[src/sv/lpd_pkg.sv]
// ----------------------------------------------------------------------------
// lpd_pkg
// Shared constants and types for the lidar packet decoder.
// ----------------------------------------------------------------------------
package lpd_pkg;

  localparam int unsigned PKT_LEN     = 22;
  localparam int unsigned PKT_WORDS   = PKT_LEN / 2;
  localparam int unsigned RAM_DEPTH   = 2 * PKT_WORDS;
  localparam int unsigned RAM_WIDTH   = 16;
  localparam int unsigned RAM_AW      = $clog2(RAM_DEPTH);
  localparam int unsigned READINGS    = 4;

  localparam logic [7:0]  START_BYTE   = 8'hFA;
  localparam logic [7:0]  INDEX_LOW    = 8'hA0;
  localparam logic [7:0]  INDEX_HIGH   = 8'hF9;
  localparam logic [13:0] BAD_DISTANCE = 14'd9999;
  localparam logic [4:0]  CNT_SUM_LAST = 5'd20;
  localparam logic [4:0]  CNT_LAST     = 5'(PKT_LEN);
  localparam logic [4:0]  CNT_INDEX    = 5'd2;
  localparam logic [4:0]  CNT_SPEED    = 5'd4;

  // running checksum never exceeds ten doublings of a 16-bit word
  localparam int unsigned SUM_W = 26;

  typedef logic [RAM_AW-1:0] ram_addr_t;
  typedef logic [RAM_WIDTH-1:0] ram_word_t;

endpackage

[src/sv/lpd_ram.sv]
// ----------------------------------------------------------------------------
// lpd_ram
// Generic single-write, single-read RAM with registered read data.
// ----------------------------------------------------------------------------
module lpd_ram #(
  parameter int unsigned WIDTH = 16,
  parameter int unsigned DEPTH = 22
) (
  input  logic                     clk,
  input  logic                     wr_en,
  input  logic [$clog2(DEPTH)-1:0] wr_addr,
  input  logic [WIDTH-1:0]         wr_data,
  input  logic                     rd_en,
  input  logic [$clog2(DEPTH)-1:0] rd_addr,
  output logic [WIDTH-1:0]         rd_data
);

  logic [WIDTH-1:0] mem_r [DEPTH];
  logic [WIDTH-1:0] rd_data_r;

  // write port
  always_ff @(posedge clk) begin
    if (wr_en) begin
      mem_r[wr_addr] <= wr_data;
    end
  end

  // registered read port, holds until the next read
  always_ff @(posedge clk) begin
    if (rd_en) begin
      rd_data_r <= mem_r[rd_addr];
    end
  end

  assign rd_data = rd_data_r;

endmodule

[src/sv/lidar_packet_decoder.sv]
// ----------------------------------------------------------------------------
// lidar_packet_decoder
// Hunts for the start byte, gathers a 22-byte packet into RAM as words,
// checks the folded checksum and index, then reads four readings back.
// ----------------------------------------------------------------------------
//
//  channel   | signals                                   | dir
//  ----------+-------------------------------------------+-----
//  input     | in_valid, in_ready, in_rx_byte            | in
//  result    | out_valid, out_ready, out_angle_deg ...   | out
//
//  One input beat is taken per cycle while in_ready is high. A good packet
//  yields four result beats, one per cycle unless out_ready stalls them, read
//  from the RAM's single read port in the cycle after issue. The RAM holds
//  two packet banks: a new packet fills one bank while the previous one is
//  read out; only the last byte of a packet waits while a readout is still
//  busy. Reset is synchronous and clears all control state; RAM contents are
//  left as they are. Output stalls back up through a one-deep read stage into
//  the readout counter.
module lidar_packet_decoder
  import lpd_pkg::*;
(
  input  logic        clk,
  input  logic        rst_n,
  input  logic        in_valid,
  output logic        in_ready,
  input  logic [7:0]  in_rx_byte,
  output logic        out_valid,
  input  logic        out_ready,
  output logic [8:0]  out_angle_deg,
  output logic [13:0] out_distance_mm,
  output logic        out_invalid_flag,
  output logic        out_warning_flag,
  output logic [9:0]  out_speed_rpm,
  output logic        out_last_reading
);

  // gather state
  logic             in_packet_r, in_packet_nxt;
  logic [4:0]       byte_count_r, byte_count_nxt;
  logic [SUM_W-1:0] sum_r, sum_nxt;
  logic [7:0]       lo_r, lo_nxt;
  logic [7:0]       idx_r, idx_nxt;
  logic [9:0]       speed_r, speed_nxt;
  logic             wr_bank_r, wr_bank_nxt;

  // readout state
  logic             ro_bank_r, ro_bank_nxt;
  logic [6:0]       ro_base_r, ro_base_nxt;
  logic [9:0]       ro_speed_r, ro_speed_nxt;
  logic [2:0]       rd_left_r, rd_left_nxt;
  logic [1:0]       rd_num_r, rd_num_nxt;
  logic             rd_pend_r, rd_pend_nxt;
  logic [1:0]       dnum_r, dnum_nxt;

  // output register
  logic             out_valid_r, out_valid_nxt;
  logic [8:0]       angle_r;
  logic [13:0]      dist_r;
  logic             inv_r, warn_r, last_r;
  logic [9:0]       ospeed_r;

  logic             in_acc, rd_busy, load, issue;
  logic [4:0]       n;
  logic [15:0]      word;
  logic [14:0]      calc;
  logic             pkt_ok;
  logic [3:0]       wr_word;
  logic [3:0]       rd_word;
  ram_addr_t        wr_addr, rd_addr;
  logic             wr_en;
  ram_word_t        rd_data;

  assign rd_busy  = (rd_left_r != 3'd0) || rd_pend_r;
  // last byte of a packet waits until the other bank is free again
  assign in_ready = !(in_packet_r && (byte_count_r == CNT_LAST - 5'd1) && rd_busy);
  assign in_acc   = in_valid && in_ready;

  assign n    = byte_count_r + 5'd1;
  assign word = {in_rx_byte, lo_r};
  assign calc = 15'(({4'd0, sum_r[14:0]} + {8'd0, sum_r[SUM_W-1:15]}));
  assign pkt_ok = (word == {1'b0, calc}) && (idx_r >= INDEX_LOW) && (idx_r <= INDEX_HIGH);

  // word write into the gather bank on every even byte count
  assign wr_word = n[4:1] - 4'd1;
  assign wr_en   = in_acc && in_packet_r && !n[0];
  assign wr_addr = wr_bank_r ? RAM_AW'(PKT_WORDS) + RAM_AW'(wr_word) : RAM_AW'(wr_word);

  // gather, checksum fold and hand-off of a good packet to the readout
  always_comb begin
    in_packet_nxt  = in_packet_r;
    byte_count_nxt = byte_count_r;
    sum_nxt        = sum_r;
    lo_nxt         = lo_r;
    idx_nxt        = idx_r;
    speed_nxt      = speed_r;
    wr_bank_nxt    = wr_bank_r;
    ro_bank_nxt    = ro_bank_r;
    ro_base_nxt    = ro_base_r;
    ro_speed_nxt   = ro_speed_r;
    rd_left_nxt    = rd_left_r;
    if (in_acc) begin
      if (!in_packet_r) begin
        if (in_rx_byte == START_BYTE) begin
          in_packet_nxt  = 1'b1;
          byte_count_nxt = 5'd1;
          sum_nxt        = '0;
          lo_nxt         = in_rx_byte;
          wr_bank_nxt    = !wr_bank_r;
        end
      end else begin
        byte_count_nxt = n;
        if (n[0]) begin
          lo_nxt = in_rx_byte;
        end else if (n <= CNT_SUM_LAST) begin
          sum_nxt = {sum_r[SUM_W-2:0], 1'b0} + SUM_W'(word);
        end
        if (n == CNT_INDEX) begin
          idx_nxt = in_rx_byte;
        end
        if (n == CNT_SPEED) begin
          speed_nxt = word[15:6];
        end
        if (n == CNT_LAST) begin
          in_packet_nxt  = 1'b0;
          byte_count_nxt = '0;
          if (pkt_ok) begin
            ro_bank_nxt  = wr_bank_r;
            ro_base_nxt  = 7'(idx_r - INDEX_LOW);
            ro_speed_nxt = speed_r;
            rd_left_nxt  = 3'(READINGS);
          end
        end
      end
    end
    if (issue) begin
      rd_left_nxt = rd_left_r - 3'd1;
    end
  end

  // readout: one read in flight, drained into the output register
  assign load  = rd_pend_r && (!out_valid_r || out_ready);
  assign issue = (rd_left_r != 3'd0) && (!rd_pend_r || load);

  assign rd_word = {1'b0, rd_num_r, 1'b0} + 4'd2;
  assign rd_addr = ro_bank_r ? RAM_AW'(PKT_WORDS) + RAM_AW'(rd_word) : RAM_AW'(rd_word);

  always_comb begin
    rd_num_nxt    = rd_num_r;
    dnum_nxt      = dnum_r;
    rd_pend_nxt   = issue || (rd_pend_r && !load);
    out_valid_nxt = load || (out_valid_r && !out_ready);
    if (issue) begin
      rd_num_nxt = rd_num_r + 2'd1;
      dnum_nxt   = rd_num_r;
    end
    if (rd_left_nxt == 3'(READINGS) && rd_left_r == 3'd0) begin
      rd_num_nxt = '0;
    end
  end

  lpd_ram #(
    .WIDTH(RAM_WIDTH),
    .DEPTH(RAM_DEPTH)
  ) u_ram (
    .clk     (clk),
    .wr_en   (wr_en),
    .wr_addr (wr_addr),
    .wr_data (word),
    .rd_en   (issue),
    .rd_addr (rd_addr),
    .rd_data (rd_data)
  );

  // control registers
  always_ff @(posedge clk) begin
    if (!rst_n) begin
      in_packet_r  <= 1'b0;
      byte_count_r <= '0;
      sum_r        <= '0;
      wr_bank_r    <= 1'b0;
      rd_left_r    <= '0;
      rd_num_r     <= '0;
      rd_pend_r    <= 1'b0;
      out_valid_r  <= 1'b0;
    end else begin
      in_packet_r  <= in_packet_nxt;
      byte_count_r <= byte_count_nxt;
      sum_r        <= sum_nxt;
      wr_bank_r    <= wr_bank_nxt;
      rd_left_r    <= rd_left_nxt;
      rd_num_r     <= rd_num_nxt;
      rd_pend_r    <= rd_pend_nxt;
      out_valid_r  <= out_valid_nxt;
    end
  end

  // payload registers
  always_ff @(posedge clk) begin
    lo_r       <= lo_nxt;
    idx_r      <= idx_nxt;
    speed_r    <= speed_nxt;
    ro_bank_r  <= ro_bank_nxt;
    ro_base_r  <= ro_base_nxt;
    ro_speed_r <= ro_speed_nxt;
    dnum_r     <= dnum_nxt;
    if (load) begin
      angle_r  <= {ro_base_r, dnum_r};
      inv_r    <= rd_data[15];
      warn_r   <= rd_data[14];
      dist_r   <= rd_data[15] ? BAD_DISTANCE : rd_data[13:0];
      ospeed_r <= ro_speed_r;
      last_r   <= (dnum_r == 2'(READINGS - 1));
    end
  end

  assign out_valid        = out_valid_r;
  assign out_angle_deg    = angle_r;
  assign out_distance_mm  = dist_r;
  assign out_invalid_flag = inv_r;
  assign out_warning_flag = warn_r;
  assign out_speed_rpm    = ospeed_r;
  assign out_last_reading = last_r;

endmodule

[config.mk]
export PLATFORM = sky130hd
export DESIGN_NAME = lidar_packet_decoder
export DESIGN_NICKNAME = d
export VERILOG_FILES = /design/src/sv/lpd_pkg.sv /design/src/sv/lpd_ram.sv /design/src/sv/lidar_packet_decoder.sv
export SDC_FILE = /design/constraint.sdc
export NUM_CORES = 1
export LEC_CHECK = 0
export BUFFER_PORTS_ARGS = -buffer_cell sky130_fd_sc_hd__buf_4
export CAP_MARGIN = 20
export CORE_ASPECT_RATIO = 0.9
export CORE_MARGIN = 4
export CORE_UTILIZATION = 55
export DETAILED_ROUTE_END_ITERATION = 7
export GPL_TIMING_DRIVEN = 0
export PLACE_DENSITY = 0.85
export SYNTH_ARGS = -nofsm -noshare
export SYNTH_HDL_FRONTEND = slang
export SYNTH_SLANG_ARGS = --single-unit
[constraint.sdc]
create_clock -name clk -period 3.3 [get_ports clk]
set_input_delay 0.495 -clock clk [delete_from_list [all_inputs] [get_ports clk]]
set_output_delay 0.495 -clock clk [all_outputs]
set_load 0.02 [all_outputs]
==> qor.yml <==
power_density_nw_per_um2: 724
grt_pass1_vias: 11777
p_leak_nw: 7.58
critPathRequiredTime_ps: 3590
final_common_cell: "edfxtp_1"
failed_checks: "setup timing"
setup_viol: 19
r2r-start: "rd_num_r[0]$_SDFFE_PP0P_"
yosysTopAreaCellShare: 0.645
post-place-ws_ps: -1330
antenna_found_initial: 1
worstPathArrival_ps: 3620
p_switching_w: 0.00485
drtIter0Drc: 2085
holdPathEnd: "rd_left_r[2]$_SDFF_PN0_"
crit_start: "rd_num_r[0]$_SDFFE_PP0P_"
die_x_um: 203
reg2reg_depth: 11
layout_common_cells: "edfxtp_1, nand2_1, buf_4, nor2_1, mux4_2"
crit_buf_inv: 6
start_util: 0.564
grt_overflow: 0
fin_tns_setup_ps: -160
ctsHtreeMaxLevel: 2
cp_top_family: "buffers and inverters"
grt_max_degree: 37
hold_violations: 0
cts_tree: "yes"
synth_cells: 1210
reg2reg_slack_ps: -30
setup_slack_ps: -33.9
slew_headroom: 0.285
hpwlAfterDp_um: 29400
cts.sinks: 443
synth_edf_count: 403
viasPerCell: 6.68
min_path_cells: 3
clk_transition_reported_paths_ps: 60
fin_nets: 1402
power_frac_comb: 0.270
rsz0062_at_grt: "true"
area_delta_synth_final_pct: 18.4
cts-buffers-inserted: 43
syn_avg_cell_area_um2: 15.5
worst-slew-pin-transition_ps: 1070
min_from: "rst_n"
vias: 12294
drtPass1Iterations: 6
timing.setup.critical_path_class: "flop to flop"
io_buffers: 49
status: "finished, violations left"
synth-main-ff-cell: "edfxtp_1"
clock_latency_ps: 560
core_area_um2: 33300
peakVddDrop_mv: 0.425
route.detailed.drc: 0
crit_fanout: 11
drv_slew: 0
max_cap_viol_count: 0
detail_route.wl_per_cell_um: 27.8
diodes: 0
synth-async-reset-ratio: 0
switching_share: 0.302
cts-root-buf: "clkbuf_16"
r2r-end: "u_ram.rd_data[6]$_DFFE_PP_"
boundaryPins: 50
synth.distinct_cells: 72
post-synth-top-area-cell: "edfxtp_1"
route.antenna.remaining_nets: 0
num_rows: 63
clkPwrFrac: 0.315
hp-class: "input port to flop"
place.gp.congestion: 0.889
period_minus_slack_ps: 3330
wl_um: 51100
synth.yosys.warnings: 0
max_freq_ghz: 0.300
die_h_um: 183
synth_seq_cells: 443
path_cells: "buf_12, clkinvlp_4, buf_6, ha_4, buf_6, clkinvlp_4, clkbuf_2, and2_1, a211oi_2, a31oi_1, mux2_2"
cp-start-kind: "flop"
synth_area_um2: 18700
grt_pass1_wl_um: 71900
seqPwrFrac: 0.416
crit_slowest_cell: "dfxtp_2"
yosysSeqAreaShare: 0.688
grt_use_total: 0.258
die_area_um2: 37100
fill_cells: 2067
p_int_w: 0.0112
skew_ps: 40.0
clockBufferDepth: 3
drive_gt1_frac: 0.238
synth.top_cells.by_area: "edfxtp_1, mux4_2, dfxtp_1"
crit_path_end_kind: "flop"
cpPeakStageDelay_ps: 410
syn-num-nets: 1260
finalCritPeriodShare: 1.01
## power by group through the flow
stage | Combinational (W) | Clock, W | Sequential, W
after floorplan | 0.00235 | 0 | 0.00693
after global placement | 0.00372 | 0 | 0.00678
after detailed placement | 0.00385 | 0 | 0.00679
after CTS | 0.00407 | 0.00505 | 0.00668
after global routing | 0.00449 | 0.00531 | 0.00671
final | 0.00433 | 0.00506 | 0.00668
## metal layers
layer	GRT usage	vias to the layer above	wire length, µm	part of all wire
met5	0	-	0	0
met4	0.104	0	2660	0.052
met3	0.0624	217	6280	0.12
met2	0.419	1112	24400	0.48
met1	0.341	5946	17800	0.35
li1	-	5019	-	-
## cell families after synthesis
logic type,after synthesis,synth area share
flip-flops,443,0.688
AO/OA/AOI/OAI,211,0.0752
adder cells (fa/ha/maj),38,0.0262
multiplexers,102,0.0948
buffers and inverters,70,0.0161
AND/OR/NAND/NOR,290,0.0726
XOR/XNOR,56,0.0270
## synth_stat cells (4+ instances only)
cell,number
a211oi_1,16
dfxtp_1,40
ha_1,36
buf_1,4
mux2i_1,37
or2_2,10
clkbuf_1,26
nand3_1,21
nor4_1,4
a221oi_1,4
nor3_1,15
a21oi_1,35
inv_1,19
edfxtp_1,403
o21ai_1,5
xor2_1,21
or3_1,4
o21a_1,5
xnor2_1,33
buf_2,16
nand4_1,10
nor2_1,87
and2_1,15
a21o_1,7
a22oi_1,11
o22ai_1,16
o211ai_1,6
nand2b_1,6
o31ai_1,4
nand2_1,85
o21ai_0,50
mux2_2,5
nor2b_1,14
a311o_1,6
a31oi_1,11
and3_1,10
mux4_2,60
## per-stage QoR
stage / util / total power, W / hold slack [ps] / area (µm²) / instances
after floorplan: - / 0.00928 / 400 / 18800 / 1210
final: 0.667 / 0.0161 / 257 / 22200 / 1841
after CTS: 0.657 / 0.0158 / 233 / 21900 / 1823
after detailed placement: 0.603 / 0.0106 / 405 / 20100 / 1733
after global placement: 0.592 / 0.0105 / 401 / 19700 / 1714
after global routing: 0.667 / 0.0165 / 252 / 22200 / 1841
## what timing repair did
item | in CTS | in global routing
endpoints found under the hold margin | 0 | 0
hold buffers | 0 | 0
gates resized for setup | 50 | 48
gates cloned | 3 | 0
buffers inserted | 10 | 19
pin swaps | 7 | 22
endpoints found under the setup margin | 191 | 313
## sequential cells by signal (all words and copies together) (netlist names), 2 cells and up
register and count:
u_ram.mem_r 305, out_angle_deg 9, out_distance_mm 14, lo_r 8, byte_count_r 5, dnum_r 2, u_ram.rd_data 16, sum_r 26
speed_r 10, rd_num_r 2, idx_r 8, ro_speed_r 10, rd_left_r 3, out_speed_rpm 10, ro_base_r 7
## worst min-delay path, cell delays in order
cell and delay (ps):
buf_4 150, nand2_1 70, a21oi_1 40
## worst max path at each step
stage / endpoint / slack, ps / depth (start not counted)
global placement: u_ram.rd_data[10]$_DFFE_PP_ / -1200 / 13
floorplan: ro_bank_r$_DFFE_PP_ / 10 / 10
CTS: u_ram.mem_r[8][6]$_DFFE_PP_ / -160 / 9
global route: ro_base_r[2]$_DFFE_PP_ / -140 / 12
finish: u_ram.rd_data[6]$_DFFE_PP_ / -30 / 11
detailed placement: u_ram.rd_data[10]$_DFFE_PP_ / -1330 / 13
## final cells by class
type | count | area, µm² | area share
clock buffer | 60 | 1180 | 0.0532
inverter | 20 | 86.3 | 0.00389
buffer | 48 | 282 | 0.0127
sequential | 443 | 12900 | 0.582
clock inverter | 19 | 259 | 0.0117
multi-input combinational | 697 | 5910 | 0.266
timing repair buffer | 99 | 995 | 0.0448
tap | 455 | 569 | 0.0257
Power figures use the tool's default switching activity.
